### src/sv/ctp_pkg.sv
// Shared types and constants for the countdown timer pool.
package ctp_pkg;

    localparam int NUM_SLOTS_DEF  = 16;
    localparam int TIME_WIDTH_DEF = 32;

    localparam int SLOT_W     = 4;
    localparam int REM_W      = 32;
    localparam int FUNC_W     = 3;
    localparam int ID_W       = 5;
    localparam int IN_TIME_W  = 32;
    localparam int S_TDATA_W  = 72;
    localparam int M_TDATA_W  = 40;

    typedef enum logic [FUNC_W-1:0] {
        OP_INSERT = 3'd0,
        OP_DELETE = 3'd1,
        OP_CLEAR  = 3'd2,
        OP_TICK   = 3'd3,
        OP_QUERY  = 3'd4
    } op_t;

    typedef enum logic [1:0] {
        ST_IDLE,
        ST_SCAN,
        ST_QWAIT,
        ST_DONE
    } state_t;

    // packed high to low so that slot_out lands in the lowest bits
    typedef struct packed {
        logic             full_res;
        logic [REM_W-1:0] remaining;
        logic             done_res;
        logic [SLOT_W-1:0] slot_out;
    } res_t;

endpackage

### src/sv/countdown_timer_pool_core.sv
// Top level of the countdown timer pool: stream ports, slot RAMs, result register.
//
// One operation enters per s_* transfer; every operation yields exactly one
// m_* transfer. s_tuser carries the operation code, s_tdata its operands.
// Operations are handled one at a time. Insert into a valid slot, delete,
// delete-all and unknown codes finish straight from decode; a query of a
// valid slot waits for the registered read of the slot RAMs; tick and
// searching insert walk the used entries through the single read port of
// the slot RAMs, one entry per cycle, with the write-back of the previous
// entry overlapped, and an insert stops at the first inactive entry. A new
// input is taken once the result has moved into the output register, so
// one result may wait while the next operation runs.
// Active marks and remaining times sit in two RAMs; only entries below the
// used count are ever used, and each was written when it was appended.
// Reset (rst_n low, asynchronous) empties the bank and drops any held
// result. When m_tready is low the result holds in the output register and
// the sequencer waits with its own result until the register frees up.
module countdown_timer_pool_core #(
    parameter int NUM_SLOTS  = ctp_pkg::NUM_SLOTS_DEF,
    parameter int TIME_WIDTH = ctp_pkg::TIME_WIDTH_DEF
) (
    input  logic                            clk,
    input  logic                            rst_n,
    input  logic                            s_tvalid,
    output logic                            s_tready,
    // slot_id[4:0], duration[36:5], elapsed[68:37], zero pad[71:69]
    input  logic [ctp_pkg::S_TDATA_W-1:0]   s_tdata,
    // func[2:0]
    input  logic [ctp_pkg::FUNC_W-1:0]      s_tuser,
    output logic                            m_tvalid,
    input  logic                            m_tready,
    // slot_out[3:0], done_res[4], remaining[36:5], full_res[37], zero pad[39:38]
    output logic [ctp_pkg::M_TDATA_W-1:0]   m_tdata
);

    localparam int AW = (NUM_SLOTS > 1) ? $clog2(NUM_SLOTS) : 1;
    localparam int PAD_W = ctp_pkg::M_TDATA_W - $bits(ctp_pkg::res_t);

    logic                  act_we;
    logic                  act_wdata;
    logic                  act_rdata;
    logic                  time_we;
    logic [TIME_WIDTH-1:0] time_wdata;
    logic [TIME_WIDTH-1:0] time_rdata;
    logic [AW-1:0]         wr_addr;
    logic [AW-1:0]         rd_addr;
    logic                  res_valid;
    logic                  res_ready;
    ctp_pkg::res_t         res;

    logic                            m_tvalid_reg, m_tvalid_next;
    logic [ctp_pkg::M_TDATA_W-1:0]   m_tdata_reg, m_tdata_next;

    ctp_ctrl #(
        .NUM_SLOTS  (NUM_SLOTS),
        .TIME_WIDTH (TIME_WIDTH)
    ) u_ctrl (
        .clk        (clk),
        .rst_n      (rst_n),
        .in_valid   (s_tvalid),
        .in_ready   (s_tready),
        .func       (s_tuser),
        .slot_id    (s_tdata[4:0]),
        .duration   (s_tdata[36:5]),
        .elapsed    (s_tdata[68:37]),
        .act_we     (act_we),
        .act_wdata  (act_wdata),
        .time_we    (time_we),
        .time_wdata (time_wdata),
        .wr_addr    (wr_addr),
        .rd_addr    (rd_addr),
        .act_rdata  (act_rdata),
        .time_rdata (time_rdata),
        .res_valid  (res_valid),
        .res_ready  (res_ready),
        .res        (res)
    );

    // active marks
    ctp_ram #(
        .WIDTH (1),
        .DEPTH (NUM_SLOTS)
    ) u_act_ram (
        .clk   (clk),
        .we    (act_we),
        .waddr (wr_addr),
        .wdata (act_wdata),
        .raddr (rd_addr),
        .rdata (act_rdata)
    );

    // remaining times
    ctp_ram #(
        .WIDTH (TIME_WIDTH),
        .DEPTH (NUM_SLOTS)
    ) u_time_ram (
        .clk   (clk),
        .we    (time_we),
        .waddr (wr_addr),
        .wdata (time_wdata),
        .raddr (rd_addr),
        .rdata (time_rdata)
    );

    // output register: free when empty or being drained this cycle
    assign res_ready = !m_tvalid_reg || m_tready;

    always_comb
    begin
        m_tvalid_next = m_tvalid_reg;
        m_tdata_next  = m_tdata_reg;
        if (res_valid && res_ready)
        begin
            m_tvalid_next = 1'b1;
            m_tdata_next  = {{PAD_W{1'b0}}, res};
        end
        else if (m_tready)
        begin
            m_tvalid_next = 1'b0;
        end
    end

    always_ff @(posedge clk or negedge rst_n)
    begin
        if (!rst_n)
        begin
            m_tvalid_reg <= 1'b0;
        end
        else
        begin
            m_tvalid_reg <= m_tvalid_next;
        end
    end

    always_ff @(posedge clk)
    begin
        m_tdata_reg <= m_tdata_next;
    end

    assign m_tvalid = m_tvalid_reg;
    assign m_tdata  = m_tdata_reg;

endmodule

### src/sv/ctp_ram.sv
// Generic simple dual-port RAM, one write port, one registered read port.
module ctp_ram #(
    parameter int WIDTH = 8,
    parameter int DEPTH = 16
) (
    input  logic                                  clk,
    input  logic                                  we,
    input  logic [((DEPTH > 1) ? $clog2(DEPTH) : 1)-1:0] waddr,
    input  logic [WIDTH-1:0]                      wdata,
    input  logic [((DEPTH > 1) ? $clog2(DEPTH) : 1)-1:0] raddr,
    output logic [WIDTH-1:0]                      rdata
);

    logic [WIDTH-1:0] mem [DEPTH];
    logic [WIDTH-1:0] rdata_reg;

    always_ff @(posedge clk)
    begin
        if (we)
        begin
            mem[waddr] <= wdata;
        end
        rdata_reg <= mem[raddr];
    end

    assign rdata = rdata_reg;

endmodule

### src/sv/ctp_ctrl.sv
// Operation sequencer: decode, slot scan, read-modify-write of the slot RAMs.
module ctp_ctrl #(
    parameter int NUM_SLOTS  = ctp_pkg::NUM_SLOTS_DEF,
    parameter int TIME_WIDTH = ctp_pkg::TIME_WIDTH_DEF,
    localparam int AW = (NUM_SLOTS > 1) ? $clog2(NUM_SLOTS) : 1
) (
    input  logic                            clk,
    input  logic                            rst_n,
    input  logic                            in_valid,
    output logic                            in_ready,
    input  logic [ctp_pkg::FUNC_W-1:0]      func,
    input  logic signed [ctp_pkg::ID_W-1:0] slot_id,
    input  logic [ctp_pkg::IN_TIME_W-1:0]   duration,
    input  logic [ctp_pkg::IN_TIME_W-1:0]   elapsed,
    output logic                            act_we,
    output logic                            act_wdata,
    output logic                            time_we,
    output logic [TIME_WIDTH-1:0]           time_wdata,
    output logic [AW-1:0]                   wr_addr,
    output logic [AW-1:0]                   rd_addr,
    input  logic                            act_rdata,
    input  logic [TIME_WIDTH-1:0]           time_rdata,
    output logic                            res_valid,
    input  logic                            res_ready,
    output ctp_pkg::res_t                   res
);

    localparam int CW = $clog2(NUM_SLOTS + 1);
    localparam int IW = (CW > 4) ? CW : 4;

    ctp_pkg::state_t        state_reg, state_next;
    ctp_pkg::op_t           func_reg, func_next;
    logic [TIME_WIDTH-1:0]  dur_reg, dur_next;
    logic [TIME_WIDTH-1:0]  el_reg, el_next;
    logic [CW-1:0]          used_reg, used_next;
    logic [CW-1:0]          rd_idx_reg, rd_idx_next;
    logic [AW-1:0]          chk_idx_reg, chk_idx_next;
    logic                   pend_reg, pend_next;
    ctp_pkg::res_t          res_reg, res_next;

    logic [IW-1:0] id_ext;
    logic [IW-1:0] used_ext;
    logic          id_ok;
    logic [AW-1:0] id_addr;
    logic          found;
    logic          issue;
    logic          q_done;

    assign id_ext   = IW'(slot_id[3:0]);
    assign used_ext = IW'(used_reg);
    assign id_ok    = !slot_id[ctp_pkg::ID_W-1] && (id_ext < used_ext);
    assign id_addr  = AW'(slot_id[3:0]);

    // insert stops at the first inactive entry; tick walks all used entries
    assign found = (state_reg == ctp_pkg::ST_SCAN) && pend_reg &&
                   (func_reg == ctp_pkg::OP_INSERT) && !act_rdata;
    assign issue = (state_reg == ctp_pkg::ST_SCAN) && (rd_idx_reg < used_reg) && !found;
    assign q_done = !(act_rdata && (time_rdata != '0));

    always_ff @(posedge clk or negedge rst_n)
    begin
        if (!rst_n)
        begin
            state_reg  <= ctp_pkg::ST_IDLE;
            used_reg   <= '0;
            rd_idx_reg <= '0;
            pend_reg   <= 1'b0;
        end
        else
        begin
            state_reg  <= state_next;
            used_reg   <= used_next;
            rd_idx_reg <= rd_idx_next;
            pend_reg   <= pend_next;
        end
    end

    always_ff @(posedge clk)
    begin
        func_reg    <= func_next;
        dur_reg     <= dur_next;
        el_reg      <= el_next;
        chk_idx_reg <= chk_idx_next;
        res_reg     <= res_next;
    end

    always_comb
    begin
        state_next   = state_reg;
        func_next    = func_reg;
        dur_next     = dur_reg;
        el_next      = el_reg;
        used_next    = used_reg;
        rd_idx_next  = rd_idx_reg;
        chk_idx_next = chk_idx_reg;
        pend_next    = pend_reg;
        res_next     = res_reg;
        in_ready     = 1'b0;
        res_valid    = 1'b0;
        act_we       = 1'b0;
        act_wdata    = 1'b0;
        time_we      = 1'b0;
        time_wdata   = dur_reg;
        wr_addr      = chk_idx_reg;
        rd_addr      = rd_idx_reg[AW-1:0];

        case (state_reg)
            ctp_pkg::ST_IDLE:
            begin
                in_ready = 1'b1;
                rd_addr  = id_addr;
                if (in_valid)
                begin
                    func_next   = ctp_pkg::op_t'(func);
                    dur_next    = TIME_WIDTH'(duration);
                    el_next     = TIME_WIDTH'(elapsed);
                    rd_idx_next = '0;
                    pend_next   = 1'b0;
                    res_next    = '0;
                    state_next  = ctp_pkg::ST_DONE;
                    case (ctp_pkg::op_t'(func))
                        ctp_pkg::OP_INSERT:
                        begin
                            if (id_ok)
                            begin
                                act_we            = 1'b1;
                                act_wdata         = 1'b1;
                                time_we           = 1'b1;
                                time_wdata        = TIME_WIDTH'(duration);
                                wr_addr           = id_addr;
                                res_next.slot_out = ctp_pkg::SLOT_W'(slot_id[3:0]);
                            end
                            else
                            begin
                                state_next = ctp_pkg::ST_SCAN;
                            end
                        end
                        ctp_pkg::OP_DELETE:
                        begin
                            if (id_ok)
                            begin
                                act_we  = 1'b1;
                                wr_addr = id_addr;
                            end
                        end
                        ctp_pkg::OP_CLEAR:
                        begin
                            used_next = '0;
                        end
                        ctp_pkg::OP_TICK:
                        begin
                            state_next = ctp_pkg::ST_SCAN;
                        end
                        ctp_pkg::OP_QUERY:
                        begin
                            if (id_ok)
                            begin
                                state_next = ctp_pkg::ST_QWAIT;
                            end
                            else
                            begin
                                res_next.done_res = 1'b1;
                            end
                        end
                        default:
                        begin
                            state_next = ctp_pkg::ST_DONE;
                        end
                    endcase
                end
            end

            ctp_pkg::ST_SCAN:
            begin
                // read of rd_idx overlaps the check of chk_idx, one entry behind
                pend_next = issue;
                if (issue)
                begin
                    rd_idx_next  = CW'(rd_idx_reg + 1'b1);
                    chk_idx_next = rd_idx_reg[AW-1:0];
                end
                if (pend_reg && (func_reg == ctp_pkg::OP_TICK) && act_rdata &&
                    (time_rdata != '0))
                begin
                    time_we    = 1'b1;
                    time_wdata = (time_rdata > el_reg) ? (time_rdata - el_reg) : '0;
                end
                if (found)
                begin
                    act_we            = 1'b1;
                    act_wdata         = 1'b1;
                    time_we           = 1'b1;
                    res_next.slot_out = ctp_pkg::SLOT_W'(chk_idx_reg);
                    state_next        = ctp_pkg::ST_DONE;
                end
                else if (!issue && !pend_reg)
                begin
                    state_next = ctp_pkg::ST_DONE;
                    if (func_reg == ctp_pkg::OP_INSERT)
                    begin
                        if (used_reg < CW'(NUM_SLOTS))
                        begin
                            act_we            = 1'b1;
                            act_wdata         = 1'b1;
                            time_we           = 1'b1;
                            wr_addr           = AW'(used_reg);
                            res_next.slot_out = ctp_pkg::SLOT_W'(used_reg);
                            used_next         = CW'(used_reg + 1'b1);
                        end
                        else
                        begin
                            res_next.full_res = 1'b1;
                        end
                    end
                end
            end

            ctp_pkg::ST_QWAIT:
            begin
                res_next.done_res  = q_done;
                res_next.remaining = q_done ? '0 : ctp_pkg::REM_W'(time_rdata);
                state_next         = ctp_pkg::ST_DONE;
            end

            ctp_pkg::ST_DONE:
            begin
                res_valid = 1'b1;
                if (res_ready)
                begin
                    state_next = ctp_pkg::ST_IDLE;
                end
            end

            default:
            begin
                state_next = ctp_pkg::ST_IDLE;
            end
        endcase
    end

    assign res = res_reg;

    a_used_bound: assert property (@(posedge clk) disable iff (!rst_n)
        used_reg <= CW'(NUM_SLOTS))
        else $error("slot count above bank size");

    a_no_rw_clash: assert property (@(posedge clk) disable iff (!rst_n)
        issue && (act_we || time_we) |-> wr_addr != rd_addr)
        else $error("scan write hits the entry being read");

    a_pend_scan: assert property (@(posedge clk) disable iff (!rst_n)
        pend_reg |-> state_reg == ctp_pkg::ST_SCAN)
        else $error("pending read outside scan");

    a_clear: assert property (@(posedge clk) disable iff (!rst_n)
        in_valid && in_ready && (func == ctp_pkg::OP_CLEAR) |=> used_reg == '0)
        else $error("delete-all left slots in use");

endmodule
### config.mk
export PLATFORM = sky130hd
export DESIGN_NAME = countdown_timer_pool_core
export DESIGN_NICKNAME = d
export VERILOG_FILES = /design/src/sv/ctp_pkg.sv /design/src/sv/countdown_timer_pool_core.sv /design/src/sv/ctp_ram.sv /design/src/sv/ctp_ctrl.sv
export SDC_FILE = /design/constraint.sdc
export NUM_CORES = 1
export LEC_CHECK = 0
export BUFFER_PORTS_ARGS = -buffer_cell sky130_fd_sc_hd__buf_2
export CAP_MARGIN = 20
export CORE_AREA = 2 2 286 288
export CTS_CLUSTER_SIZE = 12
export DETAILED_ROUTE_END_ITERATION = 10
export DIE_AREA = 0 0 288 290
export PLACE_DENSITY_LB_ADDON = 0.05
export SKIP_LAST_GASP = 1
export SYNTH_ARGS = -nofsm -noshare
export SYNTH_HDL_FRONTEND = slang
export SYNTH_HIERARCHICAL = 1
export SYNTH_SLANG_ARGS = --single-unit
### constraint.sdc
create_clock -name clk -period 5.7 [get_ports clk]
set_input_delay 0 -clock clk [delete_from_list [all_inputs] [get_ports clk]]
set_output_delay 0 -clock clk [all_outputs]
set_load 0.005 [all_outputs]
After elaboration in Yosys (flattened, before gate mapping)
Memories as Yosys holds them, arrays and structs flattened. A register that Yosys moved wholly into a read port is not among the register bits.
Cells that the tools add are included.
{"block": "word_totals", "in_bits": 79, "out_inout_bits": 42, "ff_bits": 161, "mem_count": 2, "ramBits": 528}
{"block": "op_classes", "muxes": 77, "n_reduce_logical": 37, "addsub": 3, "n_lt_le_gt_ge": 4, "n_eq_ne": 20}
{"memory": "u_time_ram.mem", "words": 16, "word_bits": 32, "read_ports": 1, "rd_ports_with_merged_regs": 1, "wr": 1, "line": "ctp_ram.sv:14", "rtl": "logic [WIDTH-1:0] mem [DEPTH];"}
{"memory": "u_act_ram.mem", "words": 16, "word_bits": 1, "read_ports": 1, "rd_ports_with_merged_regs": 1, "wr": 1, "line": "ctp_ram.sv:14"}
{"operator": "two-way mux 32 bit", "n": 6}
{"operator": "one-hot mux 33 bit (2 select lines)", "n": 1}
{"operator": "one-hot mux 32 bit (2 select lines)", "n": 1}
{"operator": "two-way mux 4 bit", "n": 14}
{"operator": "two-way mux 5 bit", "n": 8}
{"operator": "two-way mux 38 bit", "n": 1}
{"operator": "> comparator 32 bit", "n": 1}
{"operator": "nonzero test 32 bit", "n": 1}
{"operator": "subtractor 32 bit", "n": 1}
{"operator": "two-way mux 1 bit", "n": 30}
{"operator": "one-hot mux 5 bit (2 select lines)", "n": 2}
{"operator": "!= test 2 bit (second input constant)", "n": 8}
{"operator": "one-hot mux 4 bit (2 select lines)", "n": 2}
{"operator": "logical AND 1 bit", "n": 12}
{"operator": "adder 5 x 1 -> 5 bit (second input constant)", "n": 2}
{"operator": "two-way mux 2 bit", "n": 5}
{"operator": "one-hot mux 1 bit (2 select lines)", "n": 5}
{"operator": "equality test 3 x 2 -> 1 bit (second input constant)", "n": 3}
{"operator": "!= test 3 x 2 -> 1 bit (second input constant)", "n": 3}
{"operator": "one-hot mux 2 bit (4 select lines)", "n": 1}
{"operator": "AND reduction 2 bit", "n": 4}
{"operator": "zero test 1 bit", "n": 7}
{"operator": "AND reduction 7 bit", "n": 1}
{"operator": "zero test 3 bit", "n": 2}
{"operator": "other kinds (16)", "n": 20}

Logic depth before layout (Yosys ltp)
Gate-level depths: netlist (run 1).
{"block": "depth", "word_depth": 13, "mapped_depth": 12, "depth_no_buf": 11}

Hierarchy
Netlist (run 1), hierarchy kept.
{"module": "ctp_ram at u_time_ram", "cells_each": 838, "area_each_um2": 19835.3, "seq_area_each_um2": 16015.4, "instances": 1}
{"module": "ctp_ctrl", "cells_each": 745, "area_each_um2": 7684.9, "seq_area_each_um2": 3598.5, "instances": 1}
{"module": "countdown_timer_pool_core", "cells_each": 45, "area_each_um2": 1213.7, "seq_area_each_um2": 1166.1, "instances": 1}
{"module": "ctp_ram at u_act_ram", "cells_each": 47, "area_each_um2": 745.7, "seq_area_each_um2": 500.5, "instances": 1}

Worst setup path after synthesis (run 1)
No wires, ideal clock.
{"block": "synth_path", "kind": "reg-to-reg", "from": "register u_ctrl.used_reg[1] (netlist: u_ctrl/used_ext[1])", "to": "memory u_time_ram/mem[12][0] (netlist bit) (enable)", "setup_slack_ns": -0.104, "setup_ns": 0.461, "t_arrival_ns": 5.343, "required_time_ns": 5.239, "path_buffers": 0, "stages_incl_launch_ff": 12, "path_cell_list": "dfrtp_1 -> inv_1 -> ha_1 -> a21o_1 -> a21o_1 -> a21o_1 -> a2111oi_4 -> nor4_4 -> mux2i_1 -> o21ai_0 -> nand3_1 -> nor3_1"}
{"block": "synth_via", "word_cells_on_any_way": 26, "cone_classes": "order compare (3); mux (18); reduce/logical (5)"}
{"item": "start: declaration", "line": "ctp_ctrl.sv:35", "rtl": "logic [CW-1:0] used_reg, used_next;"}
{"item": "start signal: assignment", "line": "ctp_ctrl.sv:72", "rtl": "used_reg <= used_next;"}
{"item": "less-than comparator 5 bit", "line": "ctp_ctrl.sv:57", "rtl": "assign issue = (state_reg == ctp_pkg::ST_SCAN) && (rd_idx_reg < used_reg) && !found;"}
{"item": "logical AND 1 bit (2 in series)", "line": "ctp_ctrl.sv:57"}
{"item": "zero test 1 bit", "line": "ctp_ctrl.sv:196", "rtl": "else if (!issue && !pend_reg)"}
{"item": "logical AND 1 bit", "line": "ctp_ctrl.sv:196"}
{"item": "two-way mux 4 bit", "line": "ctp_ctrl.sv:196"}
{"item": "two-way mux 4 bit", "line": "ctp_ctrl.sv:188", "rtl": "if (found)"}
{"item": "one-hot mux 4 bit (2 select lines) (*)", "line": "ctp_ctrl.sv:107", "rtl": "case (state_reg)"}
{"item": "net wr_addr[3]", "line": "countdown_timer_pool_core.sv:45", "rtl": "logic [AW-1:0] wr_addr;"}
{"item": "end: declaration", "line": "ctp_ram.sv:14"}
The timed path passes the listed nets; every way through them passes the cells marked *.

Final worst setup path (run 1)
{"block": "layout_path", "from": "register u_ctrl.used_reg[1] (netlist: u_ctrl/used_ext[1])", "to": "memory u_time_ram/mem[0][20] (netlist bit) (enable)"}
Same word-level chain as after synthesis.

==> results of run 1 <==
power groups by stage:
| stage | sequential [mW] | combinational [mW] | clock (mW) |
|---|---|---|---|
| after floorplan | 7.21 | 3.39 | 0 |
| after global placement | 7.30 | 5.35 | 0 |
| after detailed placement | 7.31 | 5.38 | 0 |
| after CTS | 7.20 | 5.44 | 5.12 |
| after global routing | 7.25 | 5.91 | 5.30 |
| final | 7.19 | 5.41 | 4.95 |
layer usage:
layer	share of wire, %	vias up	routed length, um
li1	-	7274	-
met1	47	8278	35600
met2	47	359	36100
met3	4.1	114	3100
met4	2.2	0	1690
met5	0	-	0
cells in the final DEF (no fill, tap or decap), types with 22 or more instances in the layout:
cell type and count:
mux4_2 128, o21ai_0 37, o221ai_1 22, a21oi_1 42, and2_1 32, nor2_1 40
inv_1 57, dlygate4sd3_1 75, a22oi_1 71, edfxtp_1 675, mux2i_1 43, dfxtp_1 33
nand2_1 103, ha_1 45, buf_4 61, clkbuf_16 83, buf_2 116, a21o_1 25
critical path, cell delays in order, from the launching register on:
cell and delay [ns]:
dfrtp_1 0.44, inv_1 0.14, ha_1 0.29, a21o_1 0.16, a21oi_1 0.32, o21ai_1 0.17
or3_1 0.49, mux2_2 0.31, a22oi_1 0.17, o21ai_0 0.17, buf_4 0.23, or3b_2 0.60
nor3_4 0.14, buf_4 0.50
per-stage QoR:
step | utilization (%) | setup slack, ns | cells
3_5_place_dp | 39.8 | 1.18 | 2838
6_report | 44.0 | 1.18 | 3071
2_1_floorplan | - | 0.617 | 1676
4_1_cts | 43.9 | 1.17 | 3062
3_3_place_gp | 39.8 | 1.14 | 2837
5_1_grt | 44.0 | 0.994 | 3068
cells by family after synthesis:
kind of cell	count (synthesis)	synth area share (%)
AOI/OAI and AO/OA	260	6.16
xor gates and xnor gates	23	0.683
adders and majority gates	46	1.98
buffers and inverters	137	1.93
DFF	722	72.2
muxes	185	12.0
other	1	0.0127
and+or+nand+nor	301	5.07
final cells by class:
type | instances | area (um2)
multi-input combinational | 817 | 7890
tap | 1060 | 1330
clock inverter | 43 | 343
clock buffer | 106 | 2180
sequential | 722 | 21300
fill | 7174 | 44900
antenna | 3 | 7.51
inverter | 58 | 218
timing repair buffer | 262 | 1990
final timing paths:
| path | startpoint | to | cells past startpoint |
|---|---|---|---|
| max reg2reg | u_ctrl/used_ext[1]$_DFFE_PN0P_ | u_time_ram/mem[0][20]$_DFFE_PP_ | 13 |
| min in group asynchronous | rst_n | u_ctrl/rd_idx_reg[1]$_DFFE_PN0P_ | 3 |
| max in group asynchronous | rst_n | m_tvalid$_DFFE_PN0P_ | 3 |
| min | s_tdata[64] | u_ctrl/el_reg[27]$_DFFE_PP_ | 2 |
| max | u_ctrl/used_ext[1]$_DFFE_PN0P_ | u_time_ram/mem[0][20]$_DFFE_PP_ | 13 |
| min reg2reg | u_ctrl/res[19]$_SDFFCE_PN0P_ | m_tdata[19]$_DFFE_PP_ | 0 |
synth_stat cells (33+ instances only):
cell | number | area share, %
o21ai_0 | 39 | 0.66
ha_1 | 45 | 1.9
nand2_1 | 103 | 1.3
mux4_2 | 128 | 9.8
and2_1 | 34 | 0.72
mux2i_1 | 43 | 1.5
a22oi_1 | 71 | 1.8
edfxtp_1 | 675 | 69
nor2_1 | 53 | 0.67
dfxtp_1 | 33 | 2.2
clkbuf_1 | 46 | 0.59
a21oi_1 | 43 | 0.73
inv_1 | 57 | 0.73
==> out/qor.txt, run 1 <==
status - finished, final reports clean
cell area power density - 498 nW/um2
Pins Over Slew Limit - 0
area growth from synthesis to layout - 19.5%
CTS Buf Count - 82
EDFF count, synth - 675
Routed wire per std cell - 24.9 um
required time of the critical path - 5.96 ns
maximum VDD drop - 0.243 mV
CP Launch Type - flip-flop
width of the chip - 288 um
Nets - 2,068
layout cells sized above 1 - 23.9%
Worst Hold Class - in2reg
Non-Filler Cell Area, Final - 35,200 um2
worst slew pin tran - 0.987 ns
Setup violations, final - 0
Tcrit/Tclk final - 79.4%
maximum clock path buffer count - 3
Slew HR - 34.2%
number of buffers added on ports - 115
starting density of the core - 36.8%
GR Util met2 - 29.6%
flop and latch count out of synthesis - 722
register area share after synthesis - 72.2%
number of H-tree levels - 3
placement row count - 104
Post-DRT Antenna Nets - 0
total track usage - 18.4%
DRT iter0 DRCs - 1,248
Total Power - 17.5 mW
final wirelength - 76,500 um
Hold Fails Final Rpt - 0
Vias/cell - 5.22
Pleak - 12.1 nW
# DRC - 0
CTS Hold Buffers Added - 75
CTS sink cnt - 722
Yosys warnings - 6
total global routing overflow - 0
initial antenna violation count - 2
Most Used Layer, Global Route - met2
switching pwr - 5.81 mW
sw frac - 33.1%
CTS tree - built
crit end category - flip-flop
routing usage on met1 - 26.4%
worst hold slack - 0.0771 ns
vias in the first global route - 16,800
setup_tns - 0 ns
syn_area_per_cell - 17.6 um2
MaxCap Viol Count - 0
Top FF cell, synth - edfxtp_1
Root Buffer - clkbuf_16
GP Congestion - 0.825
Pint - 11.7 mW
fraction of registers with async set/reset - 1.94%
met3 usage - 2.65%
share of power burned in registers - 41.0%
Cell Area, Synth - 29,500 um2
first-pass GRT wire length - 112,000 um
max reg flops - 512
Pre-antenna DRT Iters - 5
die height - 290 um
post_cts resized - 0
Syn Inst Count - 1,675
largest net degree at the start of global routing - 69
Clock Power Share - 28.2%
# IOs - 121
CP Max Fanout - 32
R2R Setup Slk - 1.18 ns
dpl cell area - 31,900 um2
part of the power in combinational logic - 30.8%
CP Class - reg2reg
die area - 83,500 um2
Core ar. - 80,200 um2
Vias - 16,000
post-synthesis cell type count - 69
Skew-Pair Late Insertion Delay - 0.63 ns
crit path DAT - 4.79 ns
minimum clock period - 4.52 ns
Post-DP HPWL - 46,900 um
Fin Clk Skew - 0.0223 ns
RSZ-0062 raised after global routing - false
Clock Pin Slew Worst Setup and Hold Paths - 0.06 ns
post-CTS setup buffers - 0
Fmax achieved - 221 MHz
Power figures use the tool's default switching activity.
==> run 2, diff against run 1 <==
ABC_AREA = 1   (was default)
CORE_AREA = 2 2 307 309   (was 2 2 286 288)
DIE_AREA = 0 0 309 311   (was 0 0 288 290)
clock period = 4.5 ns   (was 5.7 ns; I/O delays follow)
==> run 2 against run 1 <==
  * Fmax rose by 16%
  * Hold slack got worse by 0.019 ns
  * Non-clock buffer count fell by 11
  * Synthesized cell count rose by 120%
  * Sequential power rose by 36%
  * Largest power group is now combinational logic
==> out/qor.txt, run 2 <==
Fmax achieved - 257 MHz (was 221 MHz)
vias in the first global route - 23,500 (was 16,800)
first-pass GRT wire length - 150,000 um (was 112,000 um)
final worst slack - 0.607 ns (was 1.18 ns)
R2R Setup Slk - 0.61 ns (was 1.18 ns)
Commonest cells post-synth - nand2_1, inv_1, edfxtp_1 (was edfxtp_1, mux4_2, nand2_1)
met3 wire len - 4770 um (was 3100 um)
status - finished, final reports clean (unchanged)
RSZ-0062 raised after global routing - false (unchanged)
switching pwr - 11.6 mW (was 5.81 mW)
die area - 96,100 um2 (was 83,500 um2)
cell area power density - 698 nW/um2 (was 498 nW/um2)
Total Power - 27.7 mW (was 17.5 mW)
Slowest-stage cell, CP - nand3b_1 (was or3b_2)
# DRC - 0 (unchanged)
CTS tree - built (unchanged)
Core ar. - 92,800 um2 (was 80,200 um2)
initial antenna violation count - 2 (unchanged)
Nets - 3,962 (was 2,068)
Pins Over Slew Limit - 0 (unchanged)
Top Layer Used - met4 (unchanged)
layout cells sized above 1 - 9.17% (was 23.9%)
max reg flops - 512 (unchanged)
Yosys warnings - 6 (unchanged)
starting density of the core - 36.8% (about the same)
part of the power in combinational logic - 40.8% (was 30.8%)
MaxCap Viol Count - 0 (unchanged)
setup_tns - 0 ns (unchanged)
CP max stage delay - 0.51 ns (was 0.60 ns)
Fin Clk Skew - 0.0256 ns (was 0.0223 ns)
RR Startpoint - u_ctrl/state_reg[1]$_DFFE_PN0P_ (was u_ctrl/used_ext[1]$_DFFE_PN0P_)
DRT iter0 DRCs - 1,912 (was 1,248)
Slew HR - 29.7% (was 34.2%)
post-CTS setup buffers - 0 (unchanged)
DR WL met2 - 47,600 um (was 36,100 um)
Hold EP - u_ctrl/el_reg[27]$_DFFE_PP_ (unchanged)
CTS Buf Count - 84 (was 82)
Setup violations, final - 0 (unchanged)
number of buffers added on ports - 115 (unchanged)
maximum clock path buffer count - 3 (unchanged)
hold path cells - 2 (unchanged)
required time of the critical path - 4.83 ns (was 5.96 ns)
Tcrit/Tclk final - 86.5% (was 79.4%)
Clock Pin Slew Worst Setup and Hold Paths - 0.06 ns (about the same)
final wirelength - 101,000 um (was 76,500 um)
most frequent cells in the layout - nand2_1, inv_1, edfxtp_1, nand3_1, nor2_1 (was edfxtp_1, mux4_2, buf_2, nand2_1, clkbuf_16)
Clock Power Share - 24.0% (was 28.2%)
Metal-1 WL - 45,900 um (was 35,600 um)
synth top area cells - edfxtp_1, nand2_1, inv_1 (was edfxtp_1, mux4_2, dfxtp_1)
final design utilization - 42.8% (was 44.0%)
post-synthesis cell type count - 49 (was 69)
crit path DAT - 4.22 ns (was 4.79 ns)
footprint of the multi-input gates - 9550 um2 (was 7890 um2)
number of H-tree levels - 3 (unchanged)
Root Buffer - clkbuf_16 (unchanged)
minimum clock period - 3.89 ns (was 4.52 ns)
Pint - 16.1 mW (was 11.7 mW)
Pleak - 17.6 nW (was 12.1 nW)
sw frac - 41.9% (was 33.1%)
Fillers - 9,082 (was 7,174)
CP Class - reg2reg (unchanged)
# IOs - 121 (unchanged)
EDFF count, synth - 675 (unchanged)
Worst Hold Class - in2reg (unchanged)
count leader, synth - nand2_1 (was edfxtp_1)
leading area contributor after synthesis - edfxtp_1 (unchanged)
fraction of registers with async set/reset - 1.94% (unchanged)
most frequent CP cell - nor2_4 (was buf_4)
die height - 311 um (was 290 um)
Post-DRT Antenna Nets - 0 (unchanged)
critical-path cell list - inv_1, ha_2, inv_2, nor3_2, nand2_2, nand2_4, nor2_4, nor2_4, nand2_2, nand2_1, o211ai_1, o211ai_1, nand3b_1, nor2_4, buf_12 (was inv_1, ha_1, a21o_1, a21oi_1, o21ai_1, or3_1, mux2_2, a22oi_1, o21ai_0, buf_4, or3b_2, nor3_4, buf_4)
register area share after synthesis - 62.4% (was 72.2%)
reg2reg path depth - 15 (was 13)
register area - 21,300 um2 (unchanged)
Hold Fails Final Rpt - 0 (unchanged)
hold wc startpoint - s_tdata[64] (unchanged)
reg-to-reg endpoint - u_time_ram/mem[7][14]$_DFFE_PP_ (was u_time_ram/mem[0][20]$_DFFE_PP_)
most common cell after layout, fill and taps aside - nand2_1 (was edfxtp_1)
largest net degree at the start of global routing - 147 (was 69)
placement row count - 112 (was 104)
area growth from synthesis to layout - 16.4% (was 19.5%)
worst slew pin tran - 1.05 ns (was 0.987 ns)
Post-DP HPWL - 64,400 um (was 46,900 um)
Vias - 24,300 (was 16,000)
maximum VDD drop - 0.498 mV (was 0.243 mV)
Routed wire per std cell - 19.6 um (was 24.9 um)
Skew-Pair Late Insertion Delay - 0.65 ns (was 0.63 ns)
crit end category - flip-flop (unchanged)
CP Launch Type - flip-flop (unchanged)
GP Congestion - 0.901 (was 0.825)
worst setup path start - u_ctrl/state_reg[1]$_DFFE_PN0P_ (was u_ctrl/used_ext[1]$_DFFE_PN0P_)
Non-Filler Instances - 5,162 (was 3,071)
total global routing overflow - 0 (unchanged)
Pre-antenna DRT Iters - 6 (was 5)
Top FF cell, synth - edfxtp_1 (unchanged)
Cell Area, Synth - 34,100 um2 (was 29,500 um2)
width of the chip - 309 um (was 288 um)
Vias/cell - 4.71 (was 5.22)
share of power burned in registers - 35.2% (was 41.0%)
Syn Inst Count - 3,636 (was 1,675)
Placed Instances - 4,929 (was 2,838)
Synth top area share - 59.4% (was 68.8%)
CP Max Fanout - 23 (was 32)
total track usage - 21.0% (was 18.4%)
CTS sink cnt - 722 (unchanged)
flop and latch count out of synthesis - 722 (unchanged)
worst slack, placed - 0.607 ns (was 1.18 ns)
syn_area_per_cell - 9.38 um2 (was 17.6 um2)
## run 2: cell type report
| class | count | share of cell area, % |
|---|---|---|
| diodes | 4 | 0.0252 |
| clock buffers | 101 | 5.72 |
| clock inverters | 52 | 1.02 |
| inverters | 691 | 6.57 |
| multi-input cells | 2087 | 24.0 |
| flip-flops and latches | 722 | 53.6 |
| well taps | 1254 | 3.95 |
| repair buffers | 251 | 5.10 |
## run 2: what timing repair did
action                    CTS  global route
hold buffers               76             0
resized for setup           0             0
hold endpoints to repair   96             0
## run 2: how the worst max path moves through the flow
stage | endpoint | slack [ns] | cells after the start
2_1_floorplan | u_time_ram/mem[12][0]$_DFFE_PP_ | -0.33 | 9
3_3_place_gp | u_time_ram/mem[7][11]$_DFFE_PP_ | 0.64 | 15
3_5_place_dp | u_time_ram/mem[7][10]$_DFFE_PP_ | 0.61 | 15
4_1_cts | u_time_ram/mem[7][14]$_DFFE_PP_ | 0.60 | 15
5_1_grt | u_time_ram/mem[6][14]$_DFFE_PP_ | 0.36 | 14
6_report | u_time_ram/mem[7][14]$_DFFE_PP_ | 0.61 | 15
## run 2: worst max-delay path, delay by kind of cell (launching register included)
kind	cells	cell delay, ns
flops	1	0.38
fa+ha+maj	1	0.19
compound gates	2	0.44
simple gates	9	1.92
buf+inv	3	0.61
## run 2: cell families after synthesis
group	count (synthesis)	share of synthesized area, %
buffers and inverters	828	10.2
XOR/XNOR	14	0.359
other	1	0.0110
AO/OA/AOI/OAI	126	2.06
adder cells (fa/ha/maj)	46	1.71
AND/OR/NAND/NOR	1899	23.2
flip-flops	722	62.4
## run 2: layer usage
metal,vias up,global-route usage (%)
met5,-,0
li1,12000,-
met1,11600,28.9
met2,580,34.4
met3,132,3.03
met4,0,5.87
## run 2: metrics by stage
stage / cell area [um2] / hold slack, ns
6_report: 39700 / 0.0583
5_1_grt: 39700 / 0.0239
4_1_cts: 39700 / 0.00550
3_5_place_dp: 36300 / -0.0370
3_3_place_gp: 36300 / -0.0474
2_1_floorplan: 34100 / -0.296
## run 2: power groups by stage
| stage | Combinational [mW] | Sequential, mW | Clock, mW |
|---|---|---|---|
| 6_report | 11.3 | 9.76 | 6.66 |
| 5_1_grt | 12.6 | 9.83 | 7.11 |
| 4_1_cts | 11.5 | 9.78 | 6.85 |
| 3_5_place_dp | 11.4 | 9.91 | 0 |
| 3_3_place_gp | 11.3 | 9.89 | 0 |
| 2_1_floorplan | 7.37 | 9.60 | 0 |
==> run 3, diff against run 2 <==
ABC_AREA = default   (was 1)
CORE_AREA = 2 2 286 288   (was 2 2 307 309)
DIE_AREA = 0 0 288 290   (was 0 0 309 311)
==> run 3 against run 2 <==
  * First-iteration DRC count fell by 38%
  * Fmax fell by 9.5%
  * Sequential share of layout area up 6.2 points
  * Via count fell by 33%
  * Clock-buffer cell count rose by 7
  * Die area down 13%
  * Critical endpoint is now u_time_ram/mem[15][8]$_DFFE_PP_
  * Largest cell class unchanged
  * Highest routed layer unchanged
==> out/qor.txt, run 3 (synthesized netlist as in run 1, its figures left out) <==
Slew HR - 31.9% (was 29.7%)
number of buffers added on ports - 115 (unchanged)
maximum clock path buffer count - 3 (unchanged)
CP max stage delay - 0.76 ns (was 0.51 ns)
cell area power density - 642 nW/um2 (was 698 nW/um2)
area growth from synthesis to layout - 20.8% (was 16.4%)
Clock Pin Slew Worst Setup and Hold Paths - 0.06 ns (about the same)
initial antenna violation count - 3 (was 2)
worst slew pin tran - 1.02 ns (was 1.05 ns)
starting density of the core - 36.8% (about the same)
required time of the critical path - 4.78 ns (was 4.83 ns)
most frequent cells in the layout - edfxtp_1, mux4_2, buf_2, nand2_1, buf_4 (was nand2_1, inv_1, edfxtp_1, nand3_1, nor2_1)
MaxCap Viol Count - 0 (unchanged)
Root Buffer - clkbuf_16 (unchanged)
# IOs - 121 (unchanged)
Slowest-stage cell, CP - o21ai_1 (was nand3b_1)
CP Class - reg2reg (unchanged)
final worst slack - 0.197 ns (was 0.607 ns)
CP Max Fanout - 17 (was 23)
layout cells sized above 1 - 25.0% (was 9.17%)
Routed wire per std cell - 25.9 um (was 19.6 um)
CP Launch Type - flip-flop (unchanged)
Core ar. - 80,200 um2 (was 92,800 um2)
worst hold slack - 0.0614 ns (was 0.0583 ns)
largest net degree at the start of global routing - 45 (was 147)
minimum clock period - 4.30 ns (was 3.89 ns)
Setup violations, final - 0 (unchanged)
total global routing overflow - 0 (unchanged)
Pins Over Slew Limit - 0 (unchanged)
CP delay by family, top - compound AO/OA/AOI/OAI gates (was simple AND/OR/NAND/NOR gates)
CTS sink cnt - 722 (unchanged)
CP bufs+invs - 2 (was 3)
Pre-antenna DRT Iters - 5 (was 6)
Post-DRT Antenna Nets - 0 (unchanged)
Pleak - 12.4 nW (was 17.6 nW)
Fin Clk Skew - 0.0221 ns (was 0.0256 ns)
width of the chip - 288 um (was 309 um)
DRT iter0 DRCs - 1,193 (was 1,912)
most frequent CP cell - a21o_1 (was nor2_4)
Hold Fails Final Rpt - 0 (unchanged)
total track usage - 19.3% (was 21.0%)
# DRC - 0 (unchanged)
Post-DP HPWL - 53,800 um (was 64,400 um)
die area - 83,500 um2 (was 96,100 um2)
maximum VDD drop - 0.274 mV (was 0.498 mV)
Tcrit/Tclk final - 95.6% (was 86.5%)
most common cell after layout, fill and taps aside - edfxtp_1 (was nand2_1)
crit path DAT - 4.58 ns (was 4.22 ns)
max reg flops - 512 (unchanged)
critical-path cell list - inv_1, ha_1, a21o_1, a21o_1, a21o_1, a2111oi_4, nor4_4, mux2i_1, o21ai_1, nand2_1, nor2_4, buf_4 (was inv_1, ha_2, inv_2, nor3_2, nand2_2, nand2_4, nor2_4, nor2_4, nand2_2, nand2_1, o211ai_1, o211ai_1, nand3b_1, nor2_4, buf_12)
die height - 290 um (was 311 um)
number of H-tree levels - 3 (unchanged)
GP Congestion - 0.858 (was 0.901)
Vias - 16,300 (was 24,300)
post_cts resized - 0 (unchanged)
placement row count - 104 (was 112)
worst slack, placed - 0.213 ns (was 0.607 ns)
final wirelength - 80,200 um (was 101,000 um)
Vias/cell - 5.25 (was 4.71)
vias in the first global route - 17,000 (was 23,500)
Fillers - 7,068 (was 9,082)
RSZ-0062 raised after global routing - false (unchanged)
Fmax achieved - 232 MHz (was 257 MHz)
Worst Hold Class - in2reg (unchanged)
Skew-Pair Late Insertion Delay - 0.62 ns (was 0.65 ns)
CTS Buf Count - 81 (was 84)
crit end category - flip-flop (unchanged)
CTS tree - built (unchanged)
status - finished, final reports clean (unchanged)
first-pass GRT wire length - 116,000 um (was 150,000 um)
Nets - 2,102 (was 3,962)
-- run 3: cell count changes in the layout (fill, tap and decap cells not counted), sizes merged, moves of 43 or more --
cell | before | now
mux4 | 0 | 132
mux2i | 0 | 43
nand2 | 1203 | 103
inv | 692 | 58
nand3 | 445 | 21
buf | 175 | 223
nor2 | 198 | 53
a22oi | 0 | 71
-- run 3: path summary, 6_finish.rpt --
path	start	end	slack [ns]	depth (start not counted)
max in group asynchronous	rst_n	u_ctrl/used_ext[0]$_DFFE_PN0P_	3.43	3
worst min register to register	u_ctrl/res[10]$_SDFFCE_PN0P_	m_tdata[10]$_DFFE_PP_	0.41	0
worst max-delay path	u_ctrl/used_ext[1]$_DFFE_PN0P_	u_time_ram/mem[15][8]$_DFFE_PP_	0.20	12
worst max register to register	u_ctrl/used_ext[1]$_DFFE_PN0P_	u_time_ram/mem[15][8]$_DFFE_PP_	0.20	12
min in group asynchronous	rst_n	u_ctrl/rd_idx_reg[3]$_DFFE_PN0P_	0.55	3
worst min-delay path	s_tvalid	u_ctrl/rd_idx_reg[2]$_DFFE_PN0P_	0.06	5
-- run 3: layout make-up --
cell class | count | area, um2 | area share [%]
antenna | 2 | 5.00 | 0.0141
clock buffer | 108 | 2200 | 6.18
clock inverter | 37 | 422 | 1.18
inverter | 58 | 218 | 0.611
multi-input combinational | 817 | 7850 | 22.0
sequential | 722 | 21300 | 59.7
tap | 1060 | 1330 | 3.72
timing repair buffer | 297 | 2310 | 6.50
-- run 3: worst register-to-register path, delay by kind of cell (launching register included) --
family / cells / cell delay, ns
AOI/OAI and AO/OA: 5 / 1.75
and+or+nand+nor: 3 / 0.85
buffers and inverters: 2 / 0.48
DFF: 1 / 0.44
adders and majority gates: 1 / 0.29
muxes: 1 / 0.14
-- run 3: per-layer routing --
metal | GRT usage (%) | routed length, um | vias to the layer above
li1 | - | - | 7331
met5 | 0 | 0 | -
met4 | 5.57 | 2030 | 0
met1 | 27.0 | 36700 | 8428
met3 | 3.38 | 3730 | 114
met2 | 30.8 | 37700 | 402
-- run 3: power breakdown --
group          total [mW]  internal [mW]  switching (mW)  leakage [nW]
clock                6.55           3.90            2.65          1.28
sequential           9.12           8.74           0.377          6.59
combinational        7.21           2.68            4.53          4.48
total                22.9           15.3            7.56          12.4
-- run 3: metrics by stage --
stage	area [um2]	cells	total power [mW]	TNS, ns	utilization, %
floorplan	29600	1676	13.5	-40.60	-
global placement	32200	2879	16.5	0	40.2
detailed placement	32200	2879	16.5	0	40.2
CTS	35600	3098	23.2	0	44.4
global route	35600	3100	24.1	0	44.4
finish	35600	3101	22.9	0	44.4
-- run 3: what timing repair did --
action,in CTS,in global routing
endpoints found under the setup margin,0,39
endpoints found under the hold margin,90,0
buffers inserted,0,1
hold buffers,74,0
